==> config.mk <==
export PLATFORM = sky130hd
export DESIGN_NAME = pei_front_flat
export DESIGN_NICKNAME = d
export VERILOG_FILES = /design/src/design/pei_pkg.sv /design/src/design/pei_req_if.sv /design/src/design/pei_front.sv /design/src/flat_wrapper.sv
export SDC_FILE = /design/constraint.sdc
export NUM_CORES = 1
export LEC_CHECK = 0
export BUFFER_PORTS_ARGS = -buffer_cell sky130_fd_sc_hd__buf_2
export CORE_AREA = 3 3 175 177
export DETAILED_ROUTE_END_ITERATION = 10
export DIE_AREA = 0 0 178 180
export GPL_ROUTABILITY_DRIVEN = 0
export PLACE_DENSITY = 0.59
export SYNTH_ARGS = -nofsm -noshare
export SYNTH_HDL_FRONTEND = slang
export SYNTH_SLANG_ARGS = --single-unit
==> constraint.sdc <==
create_clock -name clock -period 2.3 [get_ports clock]
set_input_delay 0.575 -clock clock [delete_from_list [all_inputs] [get_ports clock]]
set_output_delay 0.575 -clock clock [all_outputs]
set_load 0.01 [all_outputs]
==> src/design/pei_pkg.sv <==
package pei_pkg;

   // word format
   localparam int FRAC_BITS = 16;
   localparam int WORD_BITS = 32;

   // configuration port
   localparam int CSR_DATA_BITS = 32;
   localparam int CSR_ADDR_BITS = 5;

   // command queue between front and back
   localparam int QUEUE_DEPTH = 2;
   localparam int QUEUE_PTR_BITS = 1;
   localparam int QUEUE_CNT_BITS = 2;

   typedef logic signed [WORD_BITS-1:0]   word_type;
   typedef logic signed [2*WORD_BITS-1:0] prod_type;
   typedef logic [1:0]                    kind_type;
   typedef logic [2:0]                    reg_index_type;

   // request kinds
   localparam kind_type REQ_FORCE  = 2'd0;
   localparam kind_type REQ_STEP   = 2'd1;
   localparam kind_type REQ_SETPOS = 2'd2;
   localparam kind_type REQ_SETVEL = 2'd3;

   // register indexes
   localparam reg_index_type REG_INV_MASS = 3'd0;
   localparam reg_index_type REG_DAMPING  = 3'd1;
   localparam reg_index_type REG_STEP     = 3'd2;
   localparam reg_index_type REG_ACCEL_X  = 3'd3;
   localparam reg_index_type REG_ACCEL_Y  = 3'd4;
   localparam reg_index_type REG_ACCEL_Z  = 3'd5;

   localparam word_type WORD_MAX = {1'b0, {(WORD_BITS-1){1'b1}}};
   localparam word_type WORD_MIN = {1'b1, {(WORD_BITS-1){1'b0}}};

   localparam word_type               INV_MASS_RESET  = word_type'(1) << FRAC_BITS;
   localparam logic [FRAC_BITS:0]     DAMPING_RESET   = (FRAC_BITS+1)'(1) << FRAC_BITS;
   localparam logic [WORD_BITS-2:0]   TIME_STEP_RESET = (WORD_BITS-1)'(1092);

   typedef struct packed {
      word_type                inv_mass;
      logic [FRAC_BITS:0]      damping;
      logic [WORD_BITS-2:0]    time_step;
      word_type                accel_x;
      word_type                accel_y;
      word_type                accel_z;
   } cfg_type;

   typedef struct packed {
      kind_type  kind;
      logic      reject;
      word_type  vec_x;
      word_type  vec_y;
      word_type  vec_z;
   } cmd_type;

   typedef struct packed {
      word_type  pos_x;
      word_type  pos_y;
      word_type  pos_z;
      word_type  vel_x;
      word_type  vel_y;
      word_type  vel_z;
      logic      step_ok;
   } res_type;

   // saturating add of two words
   function automatic word_type sat_add(input word_type a, input word_type b);
      logic signed [WORD_BITS:0] sum;
      sum = {a[WORD_BITS-1], a} + {b[WORD_BITS-1], b};
      if (sum[WORD_BITS] != sum[WORD_BITS-1]) begin
         return sum[WORD_BITS] ? WORD_MIN : WORD_MAX;
      end
      return sum[WORD_BITS-1:0];
   endfunction

   // product scaled down by the fraction bits, floor rounding, saturated
   function automatic word_type mul_q(input prod_type p);
      logic [WORD_BITS-FRAC_BITS:0] top;
      top = p[2*WORD_BITS-1:WORD_BITS+FRAC_BITS-1];
      if ((&top) || !(|top)) begin
         return p[WORD_BITS+FRAC_BITS-1:FRAC_BITS];
      end
      return p[2*WORD_BITS-1] ? WORD_MIN : WORD_MAX;
   endfunction

endpackage

==> src/design/pei_req_if.sv <==
interface pei_req_if;
   logic                   valid;
   logic                   ready;
   logic [1:0]             req_type;
   pei_pkg::word_type      vec_x;
   pei_pkg::word_type      vec_y;
   pei_pkg::word_type      vec_z;

   modport source (output valid, output req_type, output vec_x, output vec_y, output vec_z,
                   input ready);
   modport sink (input valid, input req_type, input vec_x, input vec_y, input vec_z,
                 output ready);
endinterface

==> src/design/pei_front.sv <==
module pei_front (
   input  logic                                 clock,
   input  logic                                 reset,
   pei_req_if.sink                              req,
   input  logic                                 psel,
   input  logic                                 penable,
   input  logic                                 pwrite,
   input  logic [pei_pkg::CSR_ADDR_BITS-1:0]    paddr,
   input  logic [pei_pkg::CSR_DATA_BITS-1:0]    pwdata,
   output logic [pei_pkg::CSR_DATA_BITS-1:0]    prdata,
   output logic                                 pready,
   output pei_pkg::cfg_type                     cfg,
   input  logic                                 q_full,
   output logic                                 q_push,
   output pei_pkg::cmd_type                     q_cmd
);
   import pei_pkg::*;

   cfg_type        cfg_ff, cfg_in;
   reg_index_type  reg_index;
   logic           csr_write;

   assign reg_index = paddr[CSR_ADDR_BITS-1:2];
   assign csr_write = psel && penable && pwrite;
   assign pready    = 1'b1;
   assign cfg       = cfg_ff;

   // register writes
   always_comb begin
      cfg_in = cfg_ff;
      if (csr_write) begin
         case (reg_index)
            REG_INV_MASS: cfg_in.inv_mass  = word_type'(pwdata);
            REG_DAMPING:  cfg_in.damping   = pwdata[FRAC_BITS:0];
            REG_STEP:     cfg_in.time_step = pwdata[WORD_BITS-2:0];
            REG_ACCEL_X:  cfg_in.accel_x   = word_type'(pwdata);
            REG_ACCEL_Y:  cfg_in.accel_y   = word_type'(pwdata);
            REG_ACCEL_Z:  cfg_in.accel_z   = word_type'(pwdata);
            default: ;
         endcase
      end
   end

   // register reads
   always_comb begin
      case (reg_index)
         REG_INV_MASS: prdata = CSR_DATA_BITS'(cfg_ff.inv_mass);
         REG_DAMPING:  prdata = CSR_DATA_BITS'(cfg_ff.damping);
         REG_STEP:     prdata = CSR_DATA_BITS'(cfg_ff.time_step);
         REG_ACCEL_X:  prdata = CSR_DATA_BITS'(cfg_ff.accel_x);
         REG_ACCEL_Y:  prdata = CSR_DATA_BITS'(cfg_ff.accel_y);
         REG_ACCEL_Z:  prdata = CSR_DATA_BITS'(cfg_ff.accel_z);
         default:      prdata = '0;
      endcase
   end

   always_ff @(posedge clock) begin
      if (reset) begin
         cfg_ff.inv_mass  <= INV_MASS_RESET;
         cfg_ff.damping   <= DAMPING_RESET;
         cfg_ff.time_step <= TIME_STEP_RESET;
         cfg_ff.accel_x   <= '0;
         cfg_ff.accel_y   <= '0;
         cfg_ff.accel_z   <= '0;
      end else begin
         cfg_ff <= cfg_in;
      end
   end

   // classify request beats: integrate with non-positive inverse mass is rejected here
   assign req.ready    = !q_full;
   assign q_push       = req.valid && !q_full;
   assign q_cmd.kind   = req.req_type;
   assign q_cmd.reject = (req.req_type == REQ_STEP) &&
                         (cfg_ff.inv_mass[WORD_BITS-1] || !(|cfg_ff.inv_mass));
   assign q_cmd.vec_x  = req.vec_x;
   assign q_cmd.vec_y  = req.vec_y;
   assign q_cmd.vec_z  = req.vec_z;

endmodule

==> src/flat_wrapper.sv <==
// flat-port wrapper written by rule: the top's interface ports become plain ports
module pei_front_flat import pei_pkg::*;
  (clock, reset, psel, penable, pwrite, paddr, pwdata, prdata, pready, cfg, q_full, q_push, q_cmd, req_valid, req_req_type, req_vec_x, req_vec_y, req_vec_z, req_ready);
  pei_req_if req_i ();
  input  logic clock;
  input  logic reset;
  input  logic psel;
  input  logic penable;
  input  logic pwrite;
  input  logic [pei_pkg::CSR_ADDR_BITS-1:0] paddr;
  input  logic [pei_pkg::CSR_DATA_BITS-1:0] pwdata;
  output logic [pei_pkg::CSR_DATA_BITS-1:0] prdata;
  output logic pready;
  output pei_pkg::cfg_type cfg;
  input  logic q_full;
  output logic q_push;
  output pei_pkg::cmd_type q_cmd;
  input wire logic [$bits(req_i.valid)-1:0] req_valid;
  input wire logic [$bits(req_i.req_type)-1:0] req_req_type;
  input wire logic [$bits(req_i.vec_x)-1:0] req_vec_x;
  input wire logic [$bits(req_i.vec_y)-1:0] req_vec_y;
  input wire logic [$bits(req_i.vec_z)-1:0] req_vec_z;
  output wire logic [$bits(req_i.ready)-1:0] req_ready;
  assign req_i.valid = req_valid;
  assign req_i.req_type = req_req_type;
  assign req_i.vec_x = req_vec_x;
  assign req_i.vec_y = req_vec_y;
  assign req_i.vec_z = req_vec_z;
  assign req_ready = req_i.ready;
  pei_front u_core (.clock(clock), .reset(reset), .req(req_i), .psel(psel), .penable(penable), .pwrite(pwrite), .paddr(paddr), .pwdata(pwdata), .prdata(prdata), .pready(pready), .cfg(cfg), .q_full(q_full), .q_push(q_push), .q_cmd(q_cmd));
endmodule
==> run summary <==
Initial Util: 27.2%
Antenna cells: 0
GRT busiest layer: met2
CTS H-Tree Depth: 4
Initial DRC Count: 595
HP Class: in2reg
Post-Synthesis Cells: 1050
FF+latch count, synth: 176
Final setup viols: 1
Slew Limit Fails: 0
Vias in the first global route: 7617
Final worst path period need: 2460 ps
Global-route wire length before repair: 48500 µm
Vias: 8103
Fin util: 35.4%
TritonCTS buffer count: 17
Setup crit end kind: output port
DR pass1 iterations: 5
Synth area leaders: dfxtp_1, nand2_1, a21oi_1, buf_4, a22oi_1
Predominant post-synthesis flop cell: dfxtp_1
I/O Buffers: 256
Status: finished with violations
Synth Warn #: 0
Post-synth design cell area: 0.00801 mm²
Root Driver: clkbuf_16
Final Power: 6.44 mW
Worst skew pair latency: 410 ps
Lkg Pwr: 4.42 nW
M3 GR Usage: 4.50%
Area added between synthesis and finish: 29.9%
CP Class: reg2out
GRT Total Usage: 20.0%
Top cell type's share of synthesized area: 44.0%
Clock slew at reported path FFs: 80 ps
Largest area contributor in the netlist: dfxtp_1
GR Util met1: 24.4%
Final antenna-violating net count: 0
CTS tree: built
Syn avg cell area: 7.63 µm²
Max-cap violations: 0
PnR worst setup slack: -162 ps
Most common cell after layout, fill and taps aside: nand2_1
Most frequent cells in the layout: nand2_1, buf_2, a21oi_1
Maximum clock rate: 0.406 GHz
Sequential area share after synthesis: 44.0%
Global routing usage on met2: 34.6%
Clock Tree Buf Depth: 2
Violated checks: negative setup slack
Maximum VDD drop: 0.417 mV
Clock Sinks: 176
EDFF count, synth: 0
Chip height: 180 µm
Post-synth ARST share: 0%
IO Count: 452
Dpl cells: 1584
Die area: 0.0320 mm²
Largest register FFs: 176
CP Max Fanout: 2
Switch Pwr: 1.71 mW
Sw frac: 26.6%
WHS: 419 ps
RSZ-0062 raised after global routing: true
DP HPWL: 23100 µm
Startpoint Class: register
Req. time, crit path: 1730 ps
Row Count: 63
Clock Skew: 0 ps
Seq pwr share: 48.0%
Combinational share of power: 8.1%
GRT Residual Overflow: 0
Vias per cell: 4.98
Worst Path Arrival: 1890 ps
Wire per inst: 20.7 µm
Synth unique cells: 31
Nets: 1365
DR DRC count: 0
Clk pwr share: 43.9%
CTS Hold Bufs: 0
Routed WL: 33600 µm
P per Cell Area: 620 mW/mm²
Core Box Area: 0.0294 mm²
Fin. Hold Viols: 0
Largest net degree at the start of global routing: 56
Fin cells: 1626
P_int: 4.73 mW
Synth Net Count: 1192
Layout cells sized above 1: 33.2%
Post-route clock period utilization: 107%
Die width: 178 µm
Initial antenna violation count: 0
==> worst paths after layout <==
path                                       from         endpoint  slack, ps  cells past startpoint
worst max-delay path            u_core.cfg[157]        q_cmd[96]       -160                      6
worst min-delay path                 pwdata[21]   u_core.cfg[21]        420                      3
worst min register to register   u_core.cfg[83]   u_core.cfg[83]        470                      2
worst max register to register  u_core.cfg[157]  u_core.cfg[157]       1440                      3
==> final cells by class <==
cell class	instances	area [µm²]
Clock buffer	18	439
Clock inverter	14	123
Fill cell	3097	19000
Inverter	1	3.75
Multi-Input combinational cell	692	3550
Sequential cell	176	3530
Tap cell	390	488
Timing Repair Buffer	335	2270
==> cell families (layout without fill, tap and decap cells) <==
group	Yosys count	count (layout)	synth area share (%)
compound gates	279	279	20.6
buf+inv	182	368	14.1
flops	176	176	44.0
mux	2	2	0.266
other cells	1	1	0.0468
simple gates	410	410	21.0
==> routing by layer <==
metal  share of wire (%)  wire length (µm)
met5                   0                 0
met4                 2.2               729
met3                 7.8              2630
met2                  50             16900
met1                  40             13400
==> Yosys cell counts, types with 2 or more instances <==
library cell / number
and3b_1: 3
and2_1: 5
buf_4: 106
dfxtp_1: 176
nor3b_4: 2
a221oi_1: 13
nand3b_1: 5
clkbuf_1: 41
nand4_1: 2
buf_2: 31
nor2b_1: 3
a21oi_1: 184
nand2_1: 360
a21o_1: 13
nand3_1: 17
buf_1: 2
a22oi_1: 66
nor4_1: 8
==> per-stage QoR <==
step	area [µm²]	TNS (ps)	setup WS (ps)
floorplan	8010	0	43.9
global placement	9470	-1350	-85.4
detailed placement	9470	-1590	-102
CTS	10200	-272	-272
global route	10400	-459	-348
finish	10400	-162	-162
==> critical path: stages, from the launching register on <==
cell	delay (ps)
dfxtp_1	360
nor4_4	320
buf_4	160
nand4_1	100
o21bai_1	230
and3b_1	180
buf_2	120
==> power groups by stage <==
stage | Sequential (mW) | Combinational [mW] | Clock [mW]
6_report | 3.09 | 0.524 | 2.83
5_1_grt | 3.09 | 0.560 | 3.02
4_1_cts | 3.09 | 0.503 | 2.91
3_5_place_dp | 3.16 | 0.476 | 0
3_3_place_gp | 3.16 | 0.474 | 0
2_1_floorplan | 3.17 | 0.371 | 0
==> timing repair <==
action | CTS | global route
gates cloned | 2 | 1
endpoints found under the setup margin | 33 | 29
buffers inserted | 5 | 2
pin swaps | 12 | 9
resized for setup | 36 | 26
No activity file was read; power rests on OpenSTA's default activity.
