### config.mk
export PLATFORM = sky130hd
export DESIGN_NAME = pei_queue
export DESIGN_NICKNAME = d
export VERILOG_FILES = /design/src/design/pei_pkg.sv /design/src/design/pei_queue.sv
export SDC_FILE = /design/constraint.sdc
export NUM_CORES = 1
export LEC_CHECK = 0
export BUFFER_PORTS_ARGS = -buffer_cell sky130_fd_sc_hd__buf_2
export CAP_MARGIN = 20
export CORE_MARGIN = 10
export CORE_UTILIZATION = 52
export CTS_CLUSTER_SIZE = 40
export DETAILED_ROUTE_END_ITERATION = 7
export PLACE_DENSITY = 0.79
export SYNTH_ARGS = -nofsm -noshare
export SYNTH_HDL_FRONTEND = slang
export SYNTH_SLANG_ARGS = --single-unit
### constraint.sdc
create_clock -name clock -period 7 [get_ports clock]
set_clock_uncertainty 0.15 [all_clocks]
set_input_delay 0.7 -clock clock [delete_from_list [all_inputs] [get_ports clock]]
set_output_delay 0.7 -clock clock [all_outputs]
set_load 0.02 [all_outputs]
### src/design/pei_pkg.sv
package pei_pkg;

   // word format
   localparam int FRAC_BITS = 16;
   localparam int WORD_BITS = 32;

   // configuration port
   localparam int CSR_DATA_BITS = 32;
   localparam int CSR_ADDR_BITS = 5;

   // command queue between front and back
   localparam int QUEUE_DEPTH = 2;
   localparam int QUEUE_PTR_BITS = 1;
   localparam int QUEUE_CNT_BITS = 2;

   typedef logic signed [WORD_BITS-1:0]   word_type;
   typedef logic signed [2*WORD_BITS-1:0] prod_type;
   typedef logic [1:0]                    kind_type;
   typedef logic [2:0]                    reg_index_type;

   // request kinds
   localparam kind_type REQ_FORCE  = 2'd0;
   localparam kind_type REQ_STEP   = 2'd1;
   localparam kind_type REQ_SETPOS = 2'd2;
   localparam kind_type REQ_SETVEL = 2'd3;

   // register indexes
   localparam reg_index_type REG_INV_MASS = 3'd0;
   localparam reg_index_type REG_DAMPING  = 3'd1;
   localparam reg_index_type REG_STEP     = 3'd2;
   localparam reg_index_type REG_ACCEL_X  = 3'd3;
   localparam reg_index_type REG_ACCEL_Y  = 3'd4;
   localparam reg_index_type REG_ACCEL_Z  = 3'd5;

   localparam word_type WORD_MAX = {1'b0, {(WORD_BITS-1){1'b1}}};
   localparam word_type WORD_MIN = {1'b1, {(WORD_BITS-1){1'b0}}};

   localparam word_type               INV_MASS_RESET  = word_type'(1) << FRAC_BITS;
   localparam logic [FRAC_BITS:0]     DAMPING_RESET   = (FRAC_BITS+1)'(1) << FRAC_BITS;
   localparam logic [WORD_BITS-2:0]   TIME_STEP_RESET = (WORD_BITS-1)'(1092);

   typedef struct packed {
      word_type                inv_mass;
      logic [FRAC_BITS:0]      damping;
      logic [WORD_BITS-2:0]    time_step;
      word_type                accel_x;
      word_type                accel_y;
      word_type                accel_z;
   } cfg_type;

   typedef struct packed {
      kind_type  kind;
      logic      reject;
      word_type  vec_x;
      word_type  vec_y;
      word_type  vec_z;
   } cmd_type;

   typedef struct packed {
      word_type  pos_x;
      word_type  pos_y;
      word_type  pos_z;
      word_type  vel_x;
      word_type  vel_y;
      word_type  vel_z;
      logic      step_ok;
   } res_type;

   // saturating add of two words
   function automatic word_type sat_add(input word_type a, input word_type b);
      logic signed [WORD_BITS:0] sum;
      sum = {a[WORD_BITS-1], a} + {b[WORD_BITS-1], b};
      if (sum[WORD_BITS] != sum[WORD_BITS-1]) begin
         return sum[WORD_BITS] ? WORD_MIN : WORD_MAX;
      end
      return sum[WORD_BITS-1:0];
   endfunction

   // product scaled down by the fraction bits, floor rounding, saturated
   function automatic word_type mul_q(input prod_type p);
      logic [WORD_BITS-FRAC_BITS:0] top;
      top = p[2*WORD_BITS-1:WORD_BITS+FRAC_BITS-1];
      if ((&top) || !(|top)) begin
         return p[WORD_BITS+FRAC_BITS-1:FRAC_BITS];
      end
      return p[2*WORD_BITS-1] ? WORD_MIN : WORD_MAX;
   endfunction

endpackage

### src/design/pei_queue.sv
module pei_queue (
   input  logic               clock,
   input  logic               reset,
   input  logic               push,
   input  pei_pkg::cmd_type   push_cmd,
   output logic               full,
   input  logic               pop,
   output pei_pkg::cmd_type   pop_cmd,
   output logic               empty
);
   import pei_pkg::*;

   cmd_type                    slot_ff [QUEUE_DEPTH];
   logic [QUEUE_PTR_BITS-1:0]  wr_ptr_ff, wr_ptr_in;
   logic [QUEUE_PTR_BITS-1:0]  rd_ptr_ff, rd_ptr_in;
   logic [QUEUE_CNT_BITS-1:0]  count_ff, count_in;

   assign full    = (count_ff == QUEUE_CNT_BITS'(QUEUE_DEPTH));
   assign empty   = (count_ff == '0);
   assign pop_cmd = slot_ff[rd_ptr_ff];

   // pointer and fill count
   always_comb begin
      wr_ptr_in = wr_ptr_ff;
      rd_ptr_in = rd_ptr_ff;
      count_in  = count_ff;
      if (push) begin
         wr_ptr_in = wr_ptr_ff + 1'b1;
      end
      if (pop) begin
         rd_ptr_in = rd_ptr_ff + 1'b1;
      end
      if (push && !pop) begin
         count_in = count_ff + 1'b1;
      end else if (pop && !push) begin
         count_in = count_ff - 1'b1;
      end
   end

   always_ff @(posedge clock) begin
      if (reset) begin
         wr_ptr_ff <= '0;
         rd_ptr_ff <= '0;
         count_ff  <= '0;
      end else begin
         wr_ptr_ff <= wr_ptr_in;
         rd_ptr_ff <= rd_ptr_in;
         count_ff  <= count_in;
      end
   end

   // entry storage
   always_ff @(posedge clock) begin
      if (push) begin
         slot_ff[wr_ptr_ff] <= push_cmd;
      end
   end

endmodule

==> summary.md, run 1 <==
| Metric | Value |
|---|---|
| Initial core utilization | `about 53%` |
| Sequential cell area fraction in the yosys report | `around four fifths` |
| Post-CTS setup buffers | `0` |
| Final hold vios | `0` |
| F_max | `~300 MHz` |
| CP arrival | `2.55 ns` |
| Crit share post-route | `48.6%` |
| Hold endpoint | `slot_ff[1][75]` |
| Post-cts repair resize count | `0` |
| Number of synthesized flops with an enable pin | `198` |
| Final #Nets | `approximately 650` |
| GRT met2 Usage | `25.8%` |
| Total number of yosys warnings | `0` |
| Tmin final | `approximately 3.4 ns` |
| Placed Cells incl. Taps | `slightly above 700` |
| CTS buffer count | `21` |
| Reg2reg start | `wr_ptr_ff` |
| Clock Path Buffers | `3` |
| Relative slew slack | `roughly 36%` |
| Final count of negative-setup-slack endpoints | `0` |
| Main synth FF type | `edfxtp_1` |
| 1st-iter DRT viols | `approximately 170` |
| CTS Hold Bufs | `0` |
| Max IR drop VDD | `roughly 0.23 mV` |
| Final instance count without filler cells | `744` |
| Largest net degree at the start of global routing | `a little over 70` |
| Root Buffer | `clkbuf_16` |
| Setup TNS | `0 ns` |
| Critical path startpoint category | `register` |
| Final HPWL DP | `about 10000 um` |
| R2R cell count | `2` |
| Reg clk slew, reported paths | `0.06 ns` |
| GRT met3 Usage | `under 10%` |
| Mean Syn Cell Area | `approximately 22 um^2` |
| Setup ws final | `about 3.6 ns` |
| Critical path endpoint category | `output pin` |
| Routed len/inst | `around 20 um` |
| Row count | `43` |
| Yosys reg bits | `roughly 200` |
| Cell area after synthesis | `between 0.007 and 0.008 mm^2` |
| Worst-Skew Late Latency | `0.47 ns` |
| Vias per std cell | `between 5 and 6` |
| DR DRC count | `0` |
| Worst slew pin tran | `roughly 0.96 ns` |
| Power, Total | `roughly 2.7 mW` |
| Leak Pwr | `3.47 nW` |
| WP data required | `between 6 and 7 ns` |
| Via count | `around 3.8k` |
| Yosys top cell area share | `a little over 80%` |
| Ys async rst share | `0%` |
| GRT Max-Usage Layer | `met2` |
| Final slew viol count | `0` |
| Core Region | `about 0.014 mm^2` |
| Initial antenna violation count | `1` |
| RSZ-0062 raised after global routing | `false` |
| Syn Inst Count | `330` |
| Hold Crit Class | `in -> reg` |
| Max-Cap Viols | `0` |
| R2R setup slack | `roughly 4.7 ns` |
| GR Util All Layers | `between 10% and 20%` |
| Routability congestion estimate | `0.737` |
| Area leader, netlist | `edfxtp_1` |
| Status | `finished clean` |
| Setup CP Type | `reg -> out` |
| Die X | `about 140 um` |
| CTS Sinks | `a little over 200` |
| Met1 Use GR | `between 10% and 20%` |
| Top-level I/O count | `a little over 200` |
| FF-to-FF End | `slot_ff[1][67]` |
| Synth area leaders | `edfxtp_1, mux2_2, mux2_4` |
| CTS tree | `done` |
| Vias in the first global route | `about 4.2k` |
| Post-synthesis cell type count | `16` |
| Worst slack, placed | `between 4 and 5 ns` |
| CTS HTree Levels | `1` |
| Die H | `about 140 um` |
| Syn nets | `between 400 and 500` |
| Port bufs | `around 200` |
| Die ar. | `0.0194 mm^2` |
| Synth cell count leaders | `edfxtp_1, mux2_2, mux2_4` |
| Count leader, synth | `edfxtp_1` |
| P&R area growth vs syn | `24.4%` |
| Final ANT Viol Nets | `0` |
| Final wirelength | `about 15000 um` |
| PD cells | `about 300 mW/mm^2` |
| Remaining global-route overflow | `0` |
| Share of cells above drive strength 1 | `~59%` |
| Cells on Worst Hold Path | `1` |
| Worst-path fanout max | `70` |
| DRT Pass-1 Iters | `4` |
| Global-route wire length before repair | `22900 um` |
| Worst Hold Launch | `push_cmd[75]` |
## power by group
group	total (mW)	internal (mW)	switching, mW
sequential	1.44	1.42	0.0249
combinational	0.337	0.136	0.201
clock	0.954	0.551	0.404
total	2.74	2.11	0.629
## registers in the layout, indices dropped and copies added (netlist names), named ones only
| name | flops |
|---|---|
| count_ff | 2 |
| rd_ptr_ff | 1 |
| slot_ff | 198 |
| wr_ptr_ff | 1 |
## final cells by class
type	count	area (um^2)
flip-flops and latches	203	6050
fillers	982	4700
multi-input cells	115	1260
repair buffers	207	1050
clock buffers	30	559
well taps	180	225
clock inverters	6	23.8
diodes	2	5.00
inverters	1	3.75
## worst max-delay path, stage by stage, from the launching register on
cell and delay (ns):
dfxtp_4 0.60, buf_4 0.81, mux2_2 0.43, buf_2 0.16
## metal layers
layer / up-vias / part of all wire [%]
li1: 1746 / -
met1: 1887 / 39
met2: 148 / 52
met3: 23 / 8.1
met4: 0 / 1.6
met5: - / 0
## metrics by stage
stage / utilization, % / cell area [um^2] / hold WS, ns
6_report: 66.1 / 9180 / 0.266
5_1_grt: 66.1 / 9170 / 0.243
4_1_cts: 66.1 / 9170 / 0.245
3_5_place_dp: 61.9 / 8590 / 0.357
3_3_place_gp: 61.9 / 8590 / 0.330
2_1_floorplan: - / 7380 / 0.311
## logic make-up (layout without fill, tap and decap cells)
family	Yosys count	after routing	synth area share [%]
XOR/XNOR	4	4	0.475
adder cells (fa/ha/maj)	1	1	0.170
AND/OR/NAND/NOR	9	9	0.594
buffers and inverters	12	244	1.05
flip-flops	203	203	82.0
AO/OA/AOI/OAI	2	2	0.136
multiplexers	99	99	15.6
other	0	2	0
## worst max path at each step
stage / from / end / slack [ns] / cells after the start
after floorplan: push / slot_ff[0][0] / 1.27 / 1
after global placement: register / pop_cmd[57] / 4.07 / 3
after detailed placement: register / pop_cmd[57] / 4.09 / 3
after CTS: register / pop_cmd[61] / 3.57 / 3
after global routing: register / pop_cmd[81] / 3.47 / 3
final: register / pop_cmd[53] / 3.60 / 3
## layout by cell type, fill, tap and decap left out, types with 4 or more instances in the layout
| cell type | Yosys | routed |
|---|---|---|
| buf_4 | 0 | 4 |
| mux2_2 | 89 | 89 |
| clkinv_1 | 0 | 5 |
| clkbuf_16 | 0 | 21 |
| mux2_4 | 10 | 10 |
| clkbuf_1 | 0 | 9 |
| nor2_1 | 5 | 5 |
| dfxtp_1 | 5 | 4 |
| buf_2 | 8 | 203 |
| edfxtp_1 | 198 | 198 |
Note: power is estimated with default switching activity, not from simulation.
==> run 2, diff against run 1 <==
- ABC_AREA: not set -> 1
- clock period: 7 -> 3.5 ns (I/O delays scaled with it)
==> summary.md, run 2 <==
| Metric | Value |
|---|---|
| PD cells | `540 mW/mm^2` |
| Commonest non-fill, non-tap cell in the layout | `buf_2` |
| Synth cell count leaders | `edfxtp_1, mux2_2, mux2_4` |
| Final hold vios | `0` |
| Final instance count without filler cells | `roughly 850` |
| Row count | `between 40 and 50` |
| Ys async rst share | `0%` |
| Largest net degree at the start of global routing | `100` |
| Yosys top cell area share | `between 80% and 90%` |
| CTS buffer count | `21` |
| Sequential cell area fraction in the yosys report | `about four fifths` |
| Number of flip-flops in the largest register | `198` |
| Post-synthesis cell type count | `16` |
| Routability congestion estimate | `0.736` |
| Remaining global-route overflow | `0` |
| Largest registers | `slot_ff: 198 flops, count_ff: 2 flops` |
| Clock Path Buffers | `3` |
| CTS tree | `done` |
| P&R area growth vs syn | `38.3%` |
| Main synth FF type | `edfxtp_1` |
| Die H | `roughly 140 um` |
| Most frequent cells in the layout | `buf_2, edfxtp_1, dlygate4sd3_1, mux2_2, clkbuf_16` |
| Max-Cap Viols | `0` |
| Reg clk slew, reported paths | `0.06 ns` |
| Syn nets | `445` |
| Relative slew slack | `roughly 48%` |
| Final slew viol count | `0` |
| Port bufs | `between 200 and 250` |
| Setup TNS | `0 ns` |
| Max IR drop VDD | `~0.36 mV` |
| GR Util All Layers | `16.5%` |
| Share of cells above drive strength 1 | `between 40% and 50%` |
| Crit share post-route | `between 70 and 80%` |
| CP arrival | `roughly 2.2 ns` |
| Final count of negative-setup-slack endpoints | `0` |
| Vias in the first global route | `around 4.7k` |
| RSZ-0062 raised after global routing | `false` |
| Top-level I/O count | `just over 200` |
| Root Buffer | `clkbuf_16` |
| Total number of yosys warnings | `0` |
| Tmin final | `2.73 ns` |
| Final HPWL DP | `roughly 9900 um` |
| Final ANT Viol Nets | `0` |
| Count leader, synth | `edfxtp_1` |
| Final wirelength | `approximately 17000 um` |
| Status | `finished clean` |
| Cell area after synthesis | `between 0.007 and 0.008 mm^2` |
| Routed len/inst | `around 20 um` |
| CTS HTree Levels | `1` |
| Worst-path fanout max | `58` |
| Filler Cells Inserted | `828` |
| WP data required | `3.00 ns` |
| CTS Sinks | `just over 200` |
| Setup CP Type | `reg -> out` |
| Power, Total | `approximately 5.5 mW` |
| Syn Inst Count | `around 340` |
| Hold Crit Class | `in -> reg` |
| Via count | `around 4.3k` |
| Final #Nets | `between 700 and 800` |
| Critical path endpoint category | `output pin` |
| Initial antenna violation count | `3` |
| Critical path startpoint category | `register` |
| 1st-iter DRT viols | `250` |
| DRT Pass-1 Iters | `4` |
| Leak Pwr | `approximately 4 nW` |
| Biggest register | `slot_ff` |
| Post-CTS setup buffers | `0` |
| Worst-Skew Late Latency | `0.48 ns` |
| DR DRC count | `0` |
| Placed Cells incl. Taps | `approximately 720` |
| Synth area leaders | `edfxtp_1, mux2_2, mux2_4` |
| Core Region | `around 0.014 mm^2` |
| Vias per std cell | `4.99` |
| Area leader, netlist | `edfxtp_1` |
| Die ar. | `approximately 0.019 mm^2` |
| Die X | `approximately 140 um` |
| Yosys reg bits | `just over 200` |
| Worst slew pin tran | `between 0.7 and 0.8 ns` |
| F_max | `around 370 MHz` |
| Global-route wire length before repair | `around 26000 um` |
| Mean Syn Cell Area | `between 20 and 25 um^2` |
| Number of synthesized flops with an enable pin | `slightly below 200` |
| Initial core utilization | `a little over half` |
## run 2: cell types whose count changed after synthesis
cell,before,now
and2_1,1,0
inv_1,1,9
nand2_1,0,5
nand3_1,0,1
nand4_1,0,1
nor2_1,5,7
nor2b_1,2,0
nor3_1,0,1
or3_1,1,0
xnor2_1,2,1
xor2_1,2,0
## run 2: repair_timing
item | CTS | global route
hold buffers | 100 | 0
resized for setup | 0 | 0
endpoints found under the hold margin | 201 | 0
## run 2: cell families after synthesis
logic type	share of synthesized area (%)
compound gates	0.135
simple gates	0.829
mux	15.6
xor+xnor	0.118
buf+inv	1.45
fa+ha+maj	0.169
flops	81.7
## run 2: per-stage QoR
stage / util, % / setup WS (ns) / instance area [um^2] / hold slack (ns)
CTS: 73.4 / 0.764 / 10200 / 0.00719
global placement: 62.0 / 1.30 / 8640 / 0.349
floorplan: - / 0.526 / 7410 / 0.272
detailed placement: 62.0 / 1.29 / 8640 / 0.367
finish: 73.4 / 0.772 / 10200 / 0.0238
global route: 73.4 / 0.683 / 10200 / 0.0413
## run 2: area by class of cell
| cell class | count | area [um^2] | share of cell area [%] |
|---|---|---|---|
| antenna | 3 | 7.51 | 0.0734 |
| clock buffer | 25 | 541 | 5.28 |
| clock inverter | 8 | 41.3 | 0.404 |
| inverter | 9 | 36.3 | 0.355 |
| multi-input combinational | 118 | 1250 | 12.2 |
| sequential | 203 | 6050 | 59.1 |
| tap | 180 | 225 | 2.20 |
| timing repair buffer | 306 | 2080 | 20.3 |
## run 2: final timing paths
check                                from        endpoint  slack (ns)  depth (start not counted)
worst min-delay path                 push       wr_ptr_ff        0.02                          3
worst max register to register  wr_ptr_ff  slot_ff[1][81]        1.56                          3
worst max-delay path             register     pop_cmd[44]        0.77                          3
worst min register to register  rd_ptr_ff        register        0.38                          2
## run 2: report_power, final
group          internal [mW]  total [mW]  leakage (nW)  switching (mW)
Sequential              2.82        2.87          1.90          0.0520
Clock                   1.09        1.92         0.282           0.833
Combinational          0.335       0.733          1.74           0.398
Total                   4.24        5.52          3.92            1.28
## run 2: layer usage
metal,up-vias,share of wire [%],global-route usage (%)
li1,1977,-,-
met1,2064,37,18.9
met2,175,53,29.0
met3,34,7.9,5.34
met4,0,2.1,4.28
met5,-,0,0
## run 2: critical path: stages, from the launching register on
cell	delay [ns]
dfxtp_4	0.72
buf_12	0.39
mux2_2	0.39
buf_2	0.17
==> run 3, diff against run 2 <==
- CORE_UTILIZATION: 52 -> 47
- PLACE_DENSITY: 0.79 -> 0.76
- clock period: 3.5 -> 2.35 ns (I/O delays scaled with it)
==> summary.md, run 3 (synthesized netlist as in run 2, its figures left out) <==
| Metric | Value |
|---|---|
| Status | `finished clean` |
| Root Buffer | `clkbuf_16` |
| Max IR drop VDD | `just over 0.6 mV` |
| FF-to-FF End | `wr_ptr_ff` |
| Global-route wire length before repair | `around 26000 um` |
| CP arrival | `1.79 ns` |
| Vias in the first global route | `about 4.7k` |
| Worst-Skew Late Latency | `between 0.4 and 0.5 ns` |
| Worst slew pin tran | `about 0.62 ns` |
| Slowest CP cell | `mux2_2` |
| Setup CP Type | `reg -> out` |
| Critical path startpoint category | `register` |
| P&R area growth vs syn | `39.3%` |
| Largest registers | `slot_ff: 198 flops, count_ff: 2 flops` |
| DRT Pass-1 Iters | `4` |
| Row count | `45` |
| Vias per std cell | `about 4.7` |
| WP data required | `approximately 2 ns` |
| Family of cells with the greatest summed delay on the critical path | `buffers and inverters` |
| Final wirelength | `about 17000 um` |
| Placed Cells incl. Taps | `750` |
| Die H | `145 um` |
| Initial antenna violation count | `0` |
| GR Util All Layers | `between 10% and 20%` |
| Crit share post-route | `~93%` |
| Largest net degree at the start of global routing | `a little over 100` |
| DR DRC count | `0` |
| Finished Core Util | `between 60 and 70%` |
| Remaining global-route overflow | `0` |
| R2R cell count | `5` |
| Worst Hold Launch | `push` |
| CTS HTree Levels | `1` |
| Worst-path fanout max | `between 60 and 70` |
| Port bufs | `203` |
| R2R setup slack | `between 0.4 and 0.5 ns` |
| RSZ-0062 raised after global routing | `false` |
| CTS tree | `done` |
| Reg2reg start | `wr_ptr_ff` |
| Final HPWL DP | `~10000 um` |
| Die X | `145 um` |
| Number of flip-flops in the largest register | `approximately 200` |
| Post-CTS setup buffers | `0` |
| Die ar. | `0.0212 mm^2` |
| Via count | `~4.2k` |
| Routability congestion estimate | `roughly 0.73` |
| 1st-iter DRT viols | `between 100 and 150` |
| Tmin final | `2.18 ns` |
| Max-Cap Viols | `0` |
| Reg clk slew, reported paths | `0.05 ns` |
| Leak Pwr | `~4 nW` |
| Hold Crit Class | `in -> reg` |
| Initial core utilization | `48.3%` |
| Most frequent cells in the layout | `buf_2, edfxtp_1, dlygate4sd3_1, mux2_2, clkbuf_16` |
| Relative slew slack | `between 50% and 60%` |
| Hold endpoint | `count_ff[0]` |
| Final slew viol count | `0` |
| Max incr delay on CP | `0.41 ns` |
| Routed len/inst | `~19 um` |
| CTS buffer count | `21` |
| Final #Nets | `between 700 and 800` |
| Diode count | `0` |
| Top-level I/O count | `about 200` |
| Commonest non-fill, non-tap cell in the layout | `buf_2` |
| PD cells | `about 800 mW/mm^2` |
| F_max | `approximately 460 MHz` |
| Final hold vios | `0` |
| CTS Sinks | `203` |
| Final instance count without filler cells | `~890` |
| Buf/Inv on CP | `2` |
| Share of cells above drive strength 1 | `~50%` |
| Final ANT Viol Nets | `0` |
| Final count of negative-setup-slack endpoints | `0` |
| Worst path cell trace | `buf_12 -> mux2_2 -> buf_2` |
| Core Region | `between 0.015 and 0.02 mm^2` |
| Critical path endpoint category | `output pin` |
| Clock Path Buffers | `3` |
| Cells on Worst Hold Path | `3` |
| Biggest register | `slot_ff` |
[run 3: changes by cell type in the layout (fill, tap and decap cells not counted), moves of 2 or more]
cell and change:
diode_2 -3, dlygate4sd3_1 +2, clkbuf_1 +3, buf_4 +4
[run 3: layout make-up]
| class | instances | area [um^2] |
|---|---|---|
| inverter | 9 | 37.5 |
| tap | 211 | 264 |
| multi-input combinational | 118 | 1250 |
| timing repair buffer | 311 | 2110 |
| clock buffer | 28 | 552 |
| fill | 1030 | 5010 |
| sequential | 203 | 6050 |
| clock inverter | 7 | 37.5 |
[run 3: report_power, final]
group,total (mW),switching (mW),internal (mW)
sequential,4.25,0.0516,4.19
clock,2.86,1.21,1.64
combinational,1.12,0.615,0.504
total,8.22,1.88,6.34
[run 3: worst max-delay path by stage]
stage	cells past startpoint	startpoint	end	slack, ns
after floorplan	2	wr_ptr_ff	slot_ff[1][0]	-0.05
after global placement	3	register	pop_cmd[42]	0.70
after detailed placement	3	register	pop_cmd[48]	0.66
after CTS	3	register	pop_cmd[48]	0.15
after global routing	3	register	pop_cmd[83]	0.09
final	3	register	pop_cmd[42]	0.17
[run 3: repair_timing]
item / in CTS / in global routing
hold endpoints to repair: 203 / 0
resized for setup: 0 / 0
hold buffers: 102 / 0
[run 3: through the flow]
stage | total power [mW] | setup WS (ns) | hold slack [ns] | TNS (ns) | cell area [um^2]
6_report | 8.22 | 0.170 | 0.0342 | 0 | 10300
5_1_grt | 8.54 | 0.0942 | 0.0356 | 0 | 10300
4_1_cts | 8.30 | 0.154 | 0.0181 | 0 | 10300
3_5_place_dp | 5.30 | 0.662 | 0.276 | 0 | 8690
3_3_place_gp | 5.27 | 0.696 | 0.272 | 0 | 8690
2_1_floorplan | 4.93 | -0.0462 | 0.157 | -4.58 | 7410
[run 3: routing by layer]
metal  global-route usage (%)  routed length [um]  share of wire (%)
met4                     3.89                 293                1.8
met2                     27.6                8900                 54
met1                     16.6                6390                 38
met3                     4.25                1040                6.3
met5                        0                   0                  0
[run 3: worst min-delay path: cells and delay by family]
| family | cells | cell delay [ns] |
|---|---|---|
| buffers and inverters | 1 | 0.12 |
| adders and majority gates | 1 | 0.18 |
| AOI/OAI and AO/OA | 1 | 0.07 |
